File: src/hw/rtl/lgpsr_pkg.sv
// ----------------------------------------------------------------------------
// lgpsr_pkg: shared types and constants of the light gun pad responder
// Command codes, reply constants, position limits and the stage record that
// travels from the sequencing front end to the reply stage.
// ----------------------------------------------------------------------------
`default_nettype none

package lgpsr_pkg;

  // Host command codes
  localparam logic [7:0] CmdPoll   = 8'h42;
  localparam logic [7:0] CmdConfig = 8'h43;
  localparam logic [7:0] CmdStatus = 8'h45;
  localparam logic [7:0] CmdConstA = 8'h46;
  localparam logic [7:0] CmdConstB = 8'h47;
  localparam logic [7:0] CmdConstC = 8'h4C;
  localparam logic [7:0] CmdVibMap = 8'h4D;

  // Reply constants
  localparam logic [7:0] ModeConfig = 8'hF3;
  localparam logic [7:0] ModeGun    = 8'h63;
  localparam logic [7:0] HdrZero    = 8'h00;
  localparam logic [7:0] HdrTag     = 8'h5A;
  localparam logic [7:0] ReplyFill  = 8'hFF;

  // Byte positions within a transaction
  localparam logic [3:0] PosHdr0  = 4'd0;
  localparam logic [3:0] PosMode  = 4'd1;
  localparam logic [3:0] PosTag   = 4'd2;
  localparam logic [3:0] PosBtnHi = 4'd3;
  localparam logic [3:0] PosBtnLo = 4'd4;
  localparam logic [3:0] PosXLo   = 4'd5;
  localparam logic [3:0] PosXHi   = 4'd6;
  localparam logic [3:0] PosYLo   = 4'd7;
  localparam logic [3:0] PosYHi   = 4'd8;
  localparam logic [3:0] PosLast  = 4'd15;

  // Position scaling and limits
  localparam logic [9:0]  XOffset   = 10'd64;
  localparam logic [8:0]  WidthNtsc = 9'd378;
  localparam logic [8:0]  WidthPal  = 9'd385;
  localparam logic [9:0]  EdgeLow   = 10'd21;
  localparam logic [9:0]  EdgeHigh  = 10'd1002;
  localparam logic [15:0] OffX      = 16'h0001;
  localparam logic [15:0] OffY      = 16'h000A;

  // Configuration register indexes
  localparam logic [1:0] RegPalMode = 2'd0;
  localparam logic [1:0] RegYStart  = 2'd1;
  localparam logic [1:0] RegYLines  = 2'd2;

  // Configuration register values
  typedef struct packed {
    logic       pal_mode;
    logic [9:0] y_start;
    logic [9:0] y_lines;
  } cfg_t;

  // One accepted byte with the sequencing state it was handled under
  typedef struct packed {
    logic [3:0]  pos;
    logic [7:0]  cmd_latched;
    logic        cfg_mode;
    logic [15:0] button_word;
    logic [9:0]  aim_x;
    logic [9:0]  aim_y;
    logic        offscreen;
  } stage_t;

endpackage

`default_nettype wire

File: src/hw/rtl/lgpsr_front.sv
// ----------------------------------------------------------------------------
// lgpsr_front: byte sequencer and input register
// Tracks byte position, latched command and config flag, and registers each
// accepted byte together with the state it is answered under.
// ----------------------------------------------------------------------------
`default_nettype none

module lgpsr_front (
  input  wire logic                   clk_i,
  input  wire logic                   rst_ni,
  input  wire logic                   accept_i,
  input  wire logic                   advance_i,
  input  wire logic [7:0]             cmd_byte_i,
  input  wire logic                   first_byte_i,
  input  wire logic [15:0]            button_word_i,
  input  wire logic [9:0]             aim_x_i,
  input  wire logic [9:0]             aim_y_i,
  input  wire logic                   shoot_outside_i,
  input  wire logic                   screen_dark_i,
  output      logic                   valid_o,
  output      lgpsr_pkg::stage_t      stage_o
);

  logic [3:0]        count_q, count_d, pos;
  logic [7:0]        latched_q, latched_d;
  logic              cfg_act_q, cfg_act_d;
  logic              valid_q, valid_d;
  lgpsr_pkg::stage_t stage_q, stage_d;
  logic              off;

  // Clear position on first byte, then step and saturate
  assign pos = first_byte_i ? lgpsr_pkg::PosHdr0 : count_q;

  always_comb begin
    count_d   = count_q;
    latched_d = latched_q;
    cfg_act_d = cfg_act_q;
    if (accept_i) begin
      count_d = (pos == lgpsr_pkg::PosLast) ? pos : pos + 4'd1;
      if (pos == lgpsr_pkg::PosMode) begin
        latched_d = cmd_byte_i;
      end
      if (pos == lgpsr_pkg::PosBtnHi && latched_q == lgpsr_pkg::CmdConfig) begin
        cfg_act_d = (cmd_byte_i != 8'd0);
      end
    end
  end

  // Flag offscreen aim
  assign off = shoot_outside_i || screen_dark_i ||
               (aim_x_i < lgpsr_pkg::EdgeLow) || (aim_x_i > lgpsr_pkg::EdgeHigh) ||
               (aim_y_i < lgpsr_pkg::EdgeLow) || (aim_y_i > lgpsr_pkg::EdgeHigh);

  // Capture the transaction with its state
  always_comb begin
    stage_d             = stage_q;
    valid_d             = valid_q;
    if (accept_i) begin
      stage_d.pos         = pos;
      stage_d.cmd_latched = latched_q;
      stage_d.cfg_mode    = cfg_act_q;
      stage_d.button_word = button_word_i;
      stage_d.aim_x       = aim_x_i;
      stage_d.aim_y       = aim_y_i;
      stage_d.offscreen   = off;
      valid_d             = 1'b1;
    end else if (advance_i) begin
      valid_d             = 1'b0;
    end
  end

  always_ff @(posedge clk_i or negedge rst_ni) begin
    if (!rst_ni) begin
      count_q   <= '0;
      latched_q <= '0;
      cfg_act_q <= 1'b0;
      valid_q   <= 1'b0;
    end else begin
      count_q   <= count_d;
      latched_q <= latched_d;
      cfg_act_q <= cfg_act_d;
      valid_q   <= valid_d;
    end
  end

  always_ff @(posedge clk_i) begin
    stage_q <= stage_d;
  end

  assign valid_o = valid_q;
  assign stage_o = stage_q;

endmodule

`default_nettype wire

File: src/hw/rtl/lgpsr_aim.sv
// ----------------------------------------------------------------------------
// lgpsr_aim: aim to position scaling
// Scales aim by display width and height, adds offsets, clamps Y to one and
// substitutes the offscreen report.
// ----------------------------------------------------------------------------
`default_nettype none

module lgpsr_aim (
  input  wire logic              pal_mode_i,
  input  wire logic [9:0]        y_start_i,
  input  wire logic [9:0]        y_lines_i,
  input  wire logic [9:0]        aim_x_i,
  input  wire logic [9:0]        aim_y_i,
  input  wire logic              offscreen_i,
  output      logic [15:0]       pos_x_o,
  output      logic [15:0]       pos_y_o
);

  logic [8:0]  width;
  logic [18:0] prod_x;
  logic [19:0] prod_y;
  logic [9:0]  x_sum;
  logic [10:0] y_sum;

  assign width  = pal_mode_i ? lgpsr_pkg::WidthPal : lgpsr_pkg::WidthNtsc;
  assign prod_x = width * aim_x_i;
  assign prod_y = y_lines_i * aim_y_i;

  // X never drops below the offset, so it needs no clamp
  assign x_sum = lgpsr_pkg::XOffset + {1'b0, prod_x[18:10]};
  assign y_sum = {1'b0, y_start_i} + {1'b0, prod_y[19:10]};

  always_comb begin
    if (offscreen_i) begin
      pos_x_o = lgpsr_pkg::OffX;
      pos_y_o = lgpsr_pkg::OffY;
    end else begin
      pos_x_o = {6'd0, x_sum};
      pos_y_o = (y_sum == 11'd0) ? 16'd1 : {5'd0, y_sum};
    end
  end

endmodule

`default_nettype wire

File: src/hw/rtl/lgpsr_reply.sv
// ----------------------------------------------------------------------------
// lgpsr_reply: reply selection and output register
// Picks the reply byte for the registered position and command and holds it
// until the downstream side takes it.
// ----------------------------------------------------------------------------
`default_nettype none

module lgpsr_reply (
  input  wire logic              clk_i,
  input  wire logic              rst_ni,
  input  wire logic              load_i,
  input  wire logic              taken_i,
  input  wire lgpsr_pkg::stage_t stage_i,
  input  wire logic [15:0]       pos_x_i,
  input  wire logic [15:0]       pos_y_i,
  output      logic              valid_o,
  output      logic [7:0]        reply_o
);

  logic [7:0] reply_d, reply_q, poll_byte;
  logic       valid_d, valid_q;

  // Poll report bytes by position
  always_comb begin
    unique case (stage_i.pos)
      lgpsr_pkg::PosBtnHi: poll_byte = stage_i.button_word[15:8];
      lgpsr_pkg::PosBtnLo: poll_byte = stage_i.button_word[7:0];
      lgpsr_pkg::PosXLo:   poll_byte = pos_x_i[7:0];
      lgpsr_pkg::PosXHi:   poll_byte = pos_x_i[15:8];
      lgpsr_pkg::PosYLo:   poll_byte = pos_y_i[7:0];
      lgpsr_pkg::PosYHi:   poll_byte = pos_y_i[15:8];
      default:             poll_byte = 8'd0;
    endcase
  end

  // Header bytes first, then the latched command decides
  always_comb begin
    unique case (stage_i.pos)
      lgpsr_pkg::PosHdr0: reply_d = lgpsr_pkg::HdrZero;
      lgpsr_pkg::PosMode: reply_d = stage_i.cfg_mode ? lgpsr_pkg::ModeConfig
                                                     : lgpsr_pkg::ModeGun;
      lgpsr_pkg::PosTag:  reply_d = lgpsr_pkg::HdrTag;
      default: begin
        unique case (stage_i.cmd_latched)
          lgpsr_pkg::CmdPoll:   reply_d = poll_byte;
          lgpsr_pkg::CmdConfig: reply_d = lgpsr_pkg::ReplyFill;
          lgpsr_pkg::CmdVibMap: reply_d = lgpsr_pkg::ReplyFill;
          lgpsr_pkg::CmdStatus,
          lgpsr_pkg::CmdConstA,
          lgpsr_pkg::CmdConstB,
          lgpsr_pkg::CmdConstC: reply_d = 8'd0;
          default:              reply_d = 8'd0;
        endcase
      end
    endcase
  end

  // Hold the result until taken
  always_comb begin
    valid_d = valid_q;
    if (load_i) begin
      valid_d = 1'b1;
    end else if (taken_i) begin
      valid_d = 1'b0;
    end
  end

  always_ff @(posedge clk_i or negedge rst_ni) begin
    if (!rst_ni) begin
      valid_q <= 1'b0;
    end else begin
      valid_q <= valid_d;
    end
  end

  always_ff @(posedge clk_i) begin
    if (load_i) begin
      reply_q <= reply_d;
    end
  end

  assign valid_o = valid_q;
  assign reply_o = reply_q;

endmodule

`default_nettype wire

File: src/hw/rtl/lightgun_pad_serial_responder.sv
// ----------------------------------------------------------------------------
// lightgun_pad_serial_responder: light gun pad serial reply generator
// Path to the reply: input register, then result register. Throughput: one
// byte per cycle when the reply side is not stalled, set by the single pass
// from the input register through the two scaling multiplies to the result.
// Reset: byte position, latched command and config flag clear; registers
// return to NTSC width, first line 25 and height 240.
// ----------------------------------------------------------------------------
`default_nettype none

module lightgun_pad_serial_responder (
  input  wire logic        clk_i,
  input  wire logic        rst_ni,
  // Configuration writes
  input  wire logic        cfg_we_i,
  input  wire logic [1:0]  cfg_idx_i,
  input  wire logic [9:0]  cfg_data_i,
  // Command stream
  input  wire logic        s_axis_tvalid_i,
  output      logic        s_axis_tready_o,
  // [7:0] cmd_byte, [23:8] button_word, [33:24] aim_x, [43:34] aim_y,
  // [44] shoot_outside, [45] screen_dark, [47:46] zero
  input  wire logic [47:0] s_axis_tdata_i,
  // [0] first_byte
  input  wire logic        s_axis_tuser_i,
  // Reply stream
  output      logic        m_axis_tvalid_o,
  input  wire logic        m_axis_tready_i,
  // [7:0] reply_byte
  output      logic [7:0]  m_axis_tdata_o
);

  lgpsr_pkg::cfg_t   cfg_q, cfg_d;
  lgpsr_pkg::stage_t stage;
  logic              st_valid, advance, accept;
  logic [15:0]       pos_x, pos_y;

  // Configuration registers
  always_comb begin
    cfg_d = cfg_q;
    if (cfg_we_i) begin
      unique case (cfg_idx_i)
        lgpsr_pkg::RegPalMode: cfg_d.pal_mode = cfg_data_i[0];
        lgpsr_pkg::RegYStart:  cfg_d.y_start  = cfg_data_i;
        lgpsr_pkg::RegYLines:  cfg_d.y_lines  = cfg_data_i;
        default:               cfg_d = cfg_q;
      endcase
    end
  end

  always_ff @(posedge clk_i or negedge rst_ni) begin
    if (!rst_ni) begin
      cfg_q.pal_mode <= 1'b0;
      cfg_q.y_start  <= 10'd25;
      cfg_q.y_lines  <= 10'd240;
    end else begin
      cfg_q <= cfg_d;
    end
  end

  // Pipeline flow control
  assign advance         = !m_axis_tvalid_o || m_axis_tready_i;
  assign s_axis_tready_o = !st_valid || advance;
  assign accept          = s_axis_tvalid_i && s_axis_tready_o;

  lgpsr_front u_front (
    .clk_i           (clk_i),
    .rst_ni          (rst_ni),
    .accept_i        (accept),
    .advance_i       (advance),
    .cmd_byte_i      (s_axis_tdata_i[7:0]),
    .first_byte_i    (s_axis_tuser_i),
    .button_word_i   (s_axis_tdata_i[23:8]),
    .aim_x_i         (s_axis_tdata_i[33:24]),
    .aim_y_i         (s_axis_tdata_i[43:34]),
    .shoot_outside_i (s_axis_tdata_i[44]),
    .screen_dark_i   (s_axis_tdata_i[45]),
    .valid_o         (st_valid),
    .stage_o         (stage)
  );

  lgpsr_aim u_aim (
    .pal_mode_i  (cfg_q.pal_mode),
    .y_start_i   (cfg_q.y_start),
    .y_lines_i   (cfg_q.y_lines),
    .aim_x_i     (stage.aim_x),
    .aim_y_i     (stage.aim_y),
    .offscreen_i (stage.offscreen),
    .pos_x_o     (pos_x),
    .pos_y_o     (pos_y)
  );

  lgpsr_reply u_reply (
    .clk_i   (clk_i),
    .rst_ni  (rst_ni),
    .load_i  (st_valid && advance),
    .taken_i (m_axis_tready_i),
    .stage_i (stage),
    .pos_x_i (pos_x),
    .pos_y_i (pos_y),
    .valid_o (m_axis_tvalid_o),
    .reply_o (m_axis_tdata_o)
  );

endmodule

`default_nettype wire

File: config.mk
export PLATFORM = sky130hd
export DESIGN_NAME = lightgun_pad_serial_responder
export DESIGN_NICKNAME = d
export VERILOG_FILES = /design/src/hw/rtl/lgpsr_pkg.sv /design/src/hw/rtl/lgpsr_front.sv /design/src/hw/rtl/lgpsr_aim.sv /design/src/hw/rtl/lgpsr_reply.sv /design/src/hw/rtl/lightgun_pad_serial_responder.sv
export SDC_FILE = /design/constraint.sdc
export NUM_CORES = 1
export LEC_CHECK = 0
export ABC_AREA = 1
export BUFFER_PORTS_ARGS = -buffer_cell sky130_fd_sc_hd__clkbuf_2
export CAP_MARGIN = 20
export CORE_AREA = 2 2 186 188
export CTS_BUF_LIST = sky130_fd_sc_hd__clkbuf_4 sky130_fd_sc_hd__clkbuf_8
export CTS_CLUSTER_DIAMETER = 200
export CTS_CLUSTER_SIZE = 24
export DETAILED_ROUTE_END_ITERATION = 12
export DIE_AREA = 0 0 188 190
export GPL_TIMING_DRIVEN = 0
export PLACE_DENSITY = 0.51
export SYNTH_ARGS = -nofsm -noshare
export SYNTH_HDL_FRONTEND = slang
export SYNTH_SLANG_ARGS = --single-unit
File: constraint.sdc
create_clock -name clk_i -period 8.9 [get_ports clk_i]
set_clock_uncertainty 0.2 [all_clocks]
set_input_delay 0.445 -clock clk_i [delete_from_list [all_inputs] [get_ports clk_i]]
set_output_delay 0.445 -clock clk_i [all_outputs]
set_load 0.01 [all_outputs]
# Word-level counts from Yosys, hierarchy flattened
# Index checks and enable logic that the tools add are counted.
[classes] n_addsub=3 n_mux=14 n_lt_le_gt_ge=4 reduce_logical=24 mul=2 eq_ne=17
[op_table] cell="$pmux W8 S6" count=1
[op_table] cell="$eq A8 B7 Y1 const B" count=4
[op_table] cell="$pmux W8 S3" count=1
[op_table] cell="$gt A10 B10 Y1 const B" count=2
[op_table] cell="$lt A10 B5 Y1 const B" count=2
[op_table] cell="$mul A10 B10 Y20" count=1
[op_table] cell="$mul A9 B10 Y19" count=1
[op_table] cell="$eq A4 B3 Y1 const B" count=4
[op_table] cell="$mux W16" count=1
[op_table] cell="$mux W8" count=2
[op_table] cell="$pmux W8 S2" count=1
[op_table] cell="$eq A4 B2 Y1 const B" count=3
[op_table] cell="$add A10 B10 Y11" count=1
[op_table] cell="$logic_not A11 Y1" count=1
[op_table] cell="$mux W11" count=1
[op_table] cell="$add A7 B9 Y10 const A" count=1
[op_table] cell="$mux W10" count=1
[op_table] cell="$reduce_and A2 Y1" count=5
[op_table] cell="$eq A4 B1 Y1 const B" count=2
[op_table] cell="$eq A4 B4 Y1 const B" count=2
[op_table] cell="$mux W4" count=2
[op_table] cell="$reduce_bool A8 Y1" count=1
[op_table] cell="$logic_or A1 B1 Y1" count=7
[op_table] cell="$add A4 B1 Y4 const B" count=1
[op_table] cell="other kinds (9)" count=16
[totals] out_inout_bits=10 in_bits=66 ff_bits=94

# Depth between registers and ports, before layout
# Gate-level depths: netlist (run 1).
[depth] ltp_word=8 depth_mapped=38

# Cells and area by module
# From an unflattened synthesis (run 1), not the netlist that was laid out.
[hier_totals] cells_unflattened=1361 hier_area_um2=10731.5
[by_module_without_submodules] mod="lgpsr_aim" cells_each=895 area_per_inst_um2=6341.1 seq_area_each_um2=0.0 n_inst=1
[by_module_without_submodules] mod="lgpsr_front" cells_each=185 area_per_inst_um2=2434.8 seq_area_each_um2=1851.8 n_inst=1
[by_module_without_submodules] mod="lgpsr_reply" cells_each=178 area_per_inst_um2=1016.0 seq_area_each_um2=265.3 n_inst=1
[by_module_without_submodules] mod="lightgun_pad_serial_responder" cells_each=103 area_per_inst_um2=939.7 seq_area_each_um2=534.3 n_inst=1

# Worst setup path before layout (run 1)
# Ideal clock, no wire load.
[synth_path] kind="flip-flop to flip-flop" startpoint="reg cfg_q[5] (netlist bit)" endpoint="reg u_reply.reply_q[0] (netlist: u_reply.reply_o[0]), data pin" required_ns=8.569 arrival_time_ns=6.067 slack_ns=2.502 period_less_slack_ns=6.398 stages_incl_launch_ff=33 path_cell_list="dfstp_2 clkbuf_1 nand2_1 fa_1 inv_1 fa_1 inv_1 fa_1 inv_1 fa_1 inv_1 fa_1 inv_1 ha_1 nand2_1 nor2_1 nand2_1 o211ai_1 a21oi_1 xnor2_1 fa_1 or2_2 a21oi_1 nand3_1 nor2_1 nand3_1 nor2_1 nand2_1 nand2_1 nand2_1 nand2_1 nand2_1 nand2_1"
[synth_between] elab_chain_len=8
[synth_lines] item="start: declaration" line="lightgun_pad_serial_responder.sv:33" source="lgpsr_pkg::cfg_t cfg_q, cfg_d;"
[synth_lines] item="start signal: assignment" line="lightgun_pad_serial_responder.sv:57" source="cfg_q <= cfg_d;"
[synth_lines] item="$mul A10 B10 Y20 *" line="lgpsr_aim.sv:27" source="assign prod_y = y_lines_i * aim_y_i;"
[synth_lines] item="$add A10 B10 Y11 *" line="lgpsr_aim.sv:31" source="assign y_sum = {1'b0, y_start_i} + {1'b0, prod_y[19:10]};"
[synth_lines] item="$logic_not A11 Y1" line="lgpsr_aim.sv:39" source="pos_y_o = (y_sum == 11'd0) ? 16'd1 : {5'd0, y_sum};"
[synth_lines] item="$mux W11 *" line="lgpsr_aim.sv:39"
[synth_lines] item="$mux W16 *" line="lgpsr_aim.sv:34" source="if (offscreen_i) begin"
[synth_lines] item="$pmux W8 S6 *" line="lgpsr_reply.sv:25" source="unique case (stage_i.pos)"
[synth_lines] item="$pmux W8 S2 *" line="lgpsr_reply.sv:44" source="unique case (stage_i.cmd_latched)"
[synth_lines] item="$pmux W8 S3 *" line="lgpsr_reply.sv:38" source="unique case (stage_i.pos)"
[synth_lines] item="net u_reply.reply_d[0]" line="lgpsr_reply.sv:20" source="logic [7:0] reply_d, reply_q, poll_byte;"
[synth_lines] item="end signal: assignment" line="lgpsr_reply.sv:78" source="reply_q <= reply_d;"
[synth_lines] item="end: declaration" line="lgpsr_reply.sv:20"
# The timed path passes the listed nets; every way through them passes the cells marked *.
# A chain may end at the register's enable or synchronous reset.

# Worst setup path in the final report (run 1)
[layout_path] startpoint="reg cfg_q[5] (netlist bit)" endpoint="reg u_reply.reply_q[2] (netlist: u_reply.reply_o[2]), data pin"
# Same word-level chain as after synthesis.

==> results.sh, run 1 <==
export IMPL_gp_congestion=0.854
export IMPL_syn_inst=1200
export IMPL_first_global_vias=7740
export IMPL_critical_path_startpoint_type="register"
export IMPL_timing_worst_setup_path_type="reg2reg"
export IMPL_synthToLayoutAreaGrowth_pct=12.1
export IMPL_syn_area_um2=9990
export IMPL_maximum_number_of_pins_on_one_net_before_global_route_repair=37
export IMPL_n_antenna_cell=0
export IMPL_multi_input_comb_area_um2=6250
export IMPL_core_rowCount=68
export IMPL_dr_first_iter_drc_count=384
export IMPL_drt_pre_antenna_iters=5
export IMPL_global_route_wire_length_before_repair_um=39400
export IMPL_hp_class="in2reg"
export IMPL_hold_buffers=3
export IMPL_synth_area_leaders="fa_1 (22%), edfxtp_1 (17%), ha_1 (13%)"
export IMPL_ys_seq_elements=94
export IMPL_critPathRequiredTime_ns=8.85
export IMPL_drive_gt1_frac=0.0923
export IMPL_synth_edf_count=58
export IMPL_antenna_found_initial=0
export IMPL_number_of_buffers_added_for_setup_after_cts=0
export IMPL_worstPathMaxFanout=10
export IMPL_clock_sinks=94
export IMPL_period_share=0.822
export IMPL_routed_wire_length_per_instance_um=13.2
export IMPL_setup_viol_count_final=0
export IMPL_count_of_max_cap_constraint_violations=0
export IMPL_synth_yosys_seq_area_share=0.265
export IMPL_cp_end_kind="register"
export IMPL_io_pins=76
export IMPL_floorplan_die_height_um=190
export IMPL_initial_standard_cell_utilization_of_the_core=0.294
export IMPL_layout_area_seq_um2=2650
export IMPL_gr_total_overflow=0
export IMPL_postRouteAntennaNets=0
export IMPL_fin_crit_ns=7.31
export IMPL_syn_area_per_cell_um2=8.33
export IMPL_cts_tree="done"
export IMPL_clk_transition_reported_paths_ns=0.11
export IMPL_most_common_layout_cells="nand2_1 (302), inv_1 (261), fa_1 (108)"
export IMPL_total_global_routing_track_utilization=0.137
export IMPL_fin_nets=1569
export IMPL_synth_largest_area_cell="fa_1"
export IMPL_cp_data_arrival_time_ns=7.26
export IMPL_core_area_um2=33900
export IMPL_result_of_the_run="completed"
export IMPL_yosysUniqueCellTypes=42
export IMPL_drc=0
export IMPL_final_max_slew_viol_count=0
export IMPL_final_hold_violation_count=0
export IMPL_timing_slew_headroom=0.387
export IMPL_max_stage_delay_ns=0.55
export IMPL_cts_buffers=9
export IMPL_final_common_cell="nand2_1"
export IMPL_route_vias_total=7693
export IMPL_timing_critical_path_buf_inv=6
export IMPL_routed_via_density=4.38
export IMPL_fmax_mhz=137
export IMPL_top_reg_cell_synth="edfxtp_1"
export IMPL_worstSkewPairLatency_ns=0.41
export IMPL_finalWirelength_um=23200
export IMPL_async_flop_share=0.383
export IMPL_worst_pin_slew_ns=0.920
export IMPL_cp_slowest_cell="fa_1"
export IMPL_fraction_of_synthesized_cell_area_taken_by_the_top_area_cell_type=0.216
export IMPL_die_area_um2=35700
export IMPL_rsz0062_at_grt="false"
export IMPL_post_cts_resize_count=0
export IMPL_port_buffer_count=73
export IMPL_ctsRootBufferMaster="clkbuf_8"
export IMPL_setup_total_negative_slack_ns=0
export IMPL_critical_path_top_delay_family="adder cells"
export IMPL_total_number_of_h_tree_levels=3
export IMPL_nFillCells=3584
export IMPL_floorplan_die_width_um=188
export IMPL_critical_path_s_most_frequent_cell="nand2_1"
export IMPL_synth_warning_count=0
export IMPL_cts_path_max_buffers=2
export IMPL_dpl_hpwl_um=19500
==> Yosys cell counts, types with 5 or more instances <==
master and instances:
o21ai_0 49, nor3_1 14, xnor2_1 5, nor2_1 68
nand2_1 302, dfstp_2 7, nand4_1 15, a32o_1 6
xor2_1 11, ha_1 100, fa_1 108, a21oi_1 38
nor4_1 6, nand3_1 46, o21bai_1 5, clkbuf_1 23
edfxtp_1 58, nand3b_1 8, dfrtp_1 29, inv_1 262
==> through the flow <==
stage | instance area (µm²) | std cells | util | worst slack [ns] | hold WS [ns]
2_1_floorplan | 10000 | 1207 | - | 2.50 | -0.0506
3_3_place_gp | 11000 | 1735 | 0.323 | 1.60 | 0.233
3_5_place_dp | 11000 | 1736 | 0.323 | 1.62 | 0.233
4_1_cts | 11200 | 1755 | 0.330 | 1.57 | 0.00500
5_1_grt | 11200 | 1755 | 0.330 | 1.08 | 0.00709
6_report | 11200 | 1755 | 0.330 | 1.59 | 0.0263
==> flip-flops by register name, summed over array words and instances, names as in the netlist <==
name               flops
cfg_q                 21
u_front.stage_o       50
u_front.cfg_act_q      1
u_front.valid_o        1
u_reply.reply_o        8
u_front.latched_q      8
u_front.count_q        4
u_reply.valid_o        1
==> metal layers <==
metal | share of wire | global-route usage | vias up
met4 | 0.0088 | 0.0282 | 0
met5 | 0 | 0 | -
met2 | 0.46 | 0.223 | 79
met3 | 0.025 | 0.0170 | 11
met1 | 0.50 | 0.195 | 3678
li1 | - | - | 3925
==> logic make-up after synthesis <==
family          share of synthesized area
buf+inv                             0.112
mux                               0.00338
xor+xnor                           0.0140
compound gates                     0.0651
flops                               0.265
other cells                      0.000752
fa+ha+maj                           0.342
simple gates                        0.198
==> area by class of cell <==
cell class,count,area share
buffer,28,0.0107
clock inverter,7,0.00681
multi-input combinational,819,0.558
sequential,94,0.237
tap,455,0.0508
inverter,266,0.0891
timing repair buffer,77,0.0371
clock buffer,9,0.0111
==> path summary, 6_finish.rpt <==
kind,startpoint,to,slack [ns],cells after the start
max in group asynchronous,rst_ni,cfg_q[8],7.42,2
hold reg to reg,u_front.latched_q[3],u_front.stage_o[41],0.27,0
setup reg to reg,cfg_q[5],u_reply.reply_o[2],1.59,29
min in group asynchronous,rst_ni,u_front.latched_q[7],0.48,2
setup / recovery,cfg_q[5],u_reply.reply_o[2],1.59,29
hold / removal,s_axis_tdata_i[15],u_front.stage_o[28],0.03,1
Power of run 1 is not shown: default switching activity piles up to over one toggle a cycle in this logic, so the estimate is an artifact.
==> run 2: changes to the inputs <==
- PLACE_DENSITY: 0.51 -> 0.53
- clock period: 8.9 -> 6.5 ns (I/O delays scaled with it)
==> run 2 against run 1 <==
  * Die area stayed put
  * First-iteration DRC count grew 14%
  * Critical path depth grew 3
  * Final cell count grew 4.0%
  * Critical path type unchanged
  * Highest routed layer unchanged
==> results.sh, run 2 (synthesis results as in run 1) <==
export IMPL_result_of_the_run="completed"
export IMPL_final_common_cell="nand2_1"
export IMPL_ctsRootBufferMaster="clkbuf_8"
export IMPL_clock_sinks=94
export IMPL_worstSkewPairLatency_ns=0.40
export IMPL_synthToLayoutAreaGrowth_pct=23.0
export IMPL_finalWirelength_um=24400
export IMPL_worst_pin_slew_ns=0.910
export IMPL_critical_path_s_most_frequent_cell="nand2_1"
export IMPL_route_vias_total=8063
export IMPL_floorplan_die_width_um=188
export IMPL_cts_path_max_buffers=2
export IMPL_n_antenna_cell=0
export IMPL_total_number_of_h_tree_levels=3
export IMPL_fin_crit_ns=6.40
export IMPL_routed_wire_length_per_instance_um=13.3
export IMPL_gr_total_overflow=0
export IMPL_global_route_wire_length_before_repair_um=40600
export IMPL_antenna_found_initial=0
export IMPL_first_global_vias=8213
export IMPL_final_core_util=0.362
export IMPL_final_max_slew_viol_count=0
export IMPL_dpl_hpwl_um=19200
export IMPL_cp_end_kind="register"
export IMPL_maximum_number_of_pins_on_one_net_before_global_route_repair=37
export IMPL_io_pins=76
export IMPL_timing_critical_path_buf_inv=4
export IMPL_floorplan_die_height_um=190
export IMPL_max_ffs_per_register=50
export IMPL_max_stage_delay_ns=0.62
export IMPL_critical_path_startpoint_type="register"
export IMPL_fin_nets=1640
export IMPL_most_common_layout_cells="nand2_1 (294), inv_1 (256), fa_1 (108)"
export IMPL_core_area_um2=33900
export IMPL_rsz0062_at_grt="true"
export IMPL_drive_gt1_frac=0.157
export IMPL_cts_buffers=9
export IMPL_worstPathMaxFanout=4
export IMPL_gp_congestion=0.830
export IMPL_core_rowCount=68
export IMPL_initial_standard_cell_utilization_of_the_core=0.294
export IMPL_drc=0
export IMPL_timing_worst_setup_path_type="reg2reg"
export IMPL_dr_first_iter_drc_count=437
export IMPL_clk_transition_reported_paths_ns=0.12
export IMPL_final_hold_violation_count=0
export IMPL_routed_via_density=4.42
export IMPL_timing_slew_headroom=0.393
export IMPL_total_global_routing_track_utilization=0.141
export IMPL_postRouteAntennaNets=0
export IMPL_critical_path_top_delay_family="adder cells"
export IMPL_die_area_um2=35700
export IMPL_cts_tree="done"
export IMPL_period_share=0.985
export IMPL_cp_slowest_cell="dfstp_2"
export IMPL_drt_pre_antenna_iters=5
export IMPL_critPathRequiredTime_ns=6.56
export IMPL_hp_class="in2reg"
export IMPL_count_of_max_cap_constraint_violations=0
export IMPL_setup_viol_count_final=0
export IMPL_cp_data_arrival_time_ns=6.47
export IMPL_fmax_mhz=156
export IMPL_port_buffer_count=73
## run 2: cell count changes in the layout (fill, tap and decap cells not counted), sizes merged
| cell | previous run | this run |
|---|---|---|
| buf | 6 | 43 |
| clkinv | 4 | 5 |
| inv | 269 | 268 |
| clkbuf | 105 | 88 |
| dlygate4sd3 | 3 | 54 |
## run 2: path summary, 6_finish.rpt
path / start / endpoint / slack (ns) / depth (start not counted)
setup / recovery: cfg_q[6] / u_reply.reply_o[0] / 0.1 / 32
hold / removal: cfg_data_i[1] / cfg_q[11] / 0.03 / 3
setup reg to reg: cfg_q[6] / u_reply.reply_o[0] / 0.1 / 32
hold reg to reg: u_front.latched_q[7] / u_front.stage_o[45] / 0.26 / 0
max in group asynchronous: rst_ni / cfg_q[3] / 5.10 / 2
min in group asynchronous: rst_ni / u_front.latched_q[6] / 0.37 / 2
## run 2: stage by stage
stage	setup TNS, ns	instances	area [µm²]	worst slack, ns	hold WS, ns
final	0	1826	12300	0.0969	0.0300
after global routing	-0.783	1826	12300	-0.196	0.0493
after CTS	0	1810	11900	0.00560	0.0257
after detailed placement	-4.28	1736	11000	-0.733	0.235
after global placement	-4.55	1735	11000	-0.776	0.233
after floorplan	0	1207	10000	0.102	-0.171
## run 2: timing repair
| action | CTS | global route |
|---|---|---|
| endpoints found under the hold margin | 86 | 0 |
| pin swaps | 8 | 38 |
| buffers inserted | 21 | 16 |
| setup endpoints to repair | 8 | 7 |
| hold buffers | 54 | 0 |
| gates resized for setup | 30 | 43 |
## run 2: routing by layer
layer  routed length [µm]  GRT usage  part of all wire  up-vias
met3                  562     0.0170             0.023       23
met4                  267     0.0309             0.011        0
li1                     -          -                 -     4066
met2                11600      0.234              0.48      101
met1                11900      0.196              0.49     3873
met5                    0          0                 0        -
## run 2: worst reg2reg max path, delay by kind of cell, from the launching register on
kind | cells | cell delay [ns]
fa+ha+maj | 7 | 3.14
simple gates | 18 | 1.36
flops | 1 | 0.62
buf+inv | 4 | 0.46
compound gates | 2 | 0.35
xor+xnor | 1 | 0.13
## run 2: final cells by class
cell class / instances / area (µm²)
fillers: 3502 / 21700
multi-input cells: 819 / 6590
flip-flops and latches: 94 / 2660
repair buffers: 165 / 1210
inverters: 266 / 998
well taps: 455 / 569
clock buffers: 9 / 124
clock inverters: 7 / 86.3
plain buffers: 11 / 56.3
Power of run 2 is left out for the same reason.
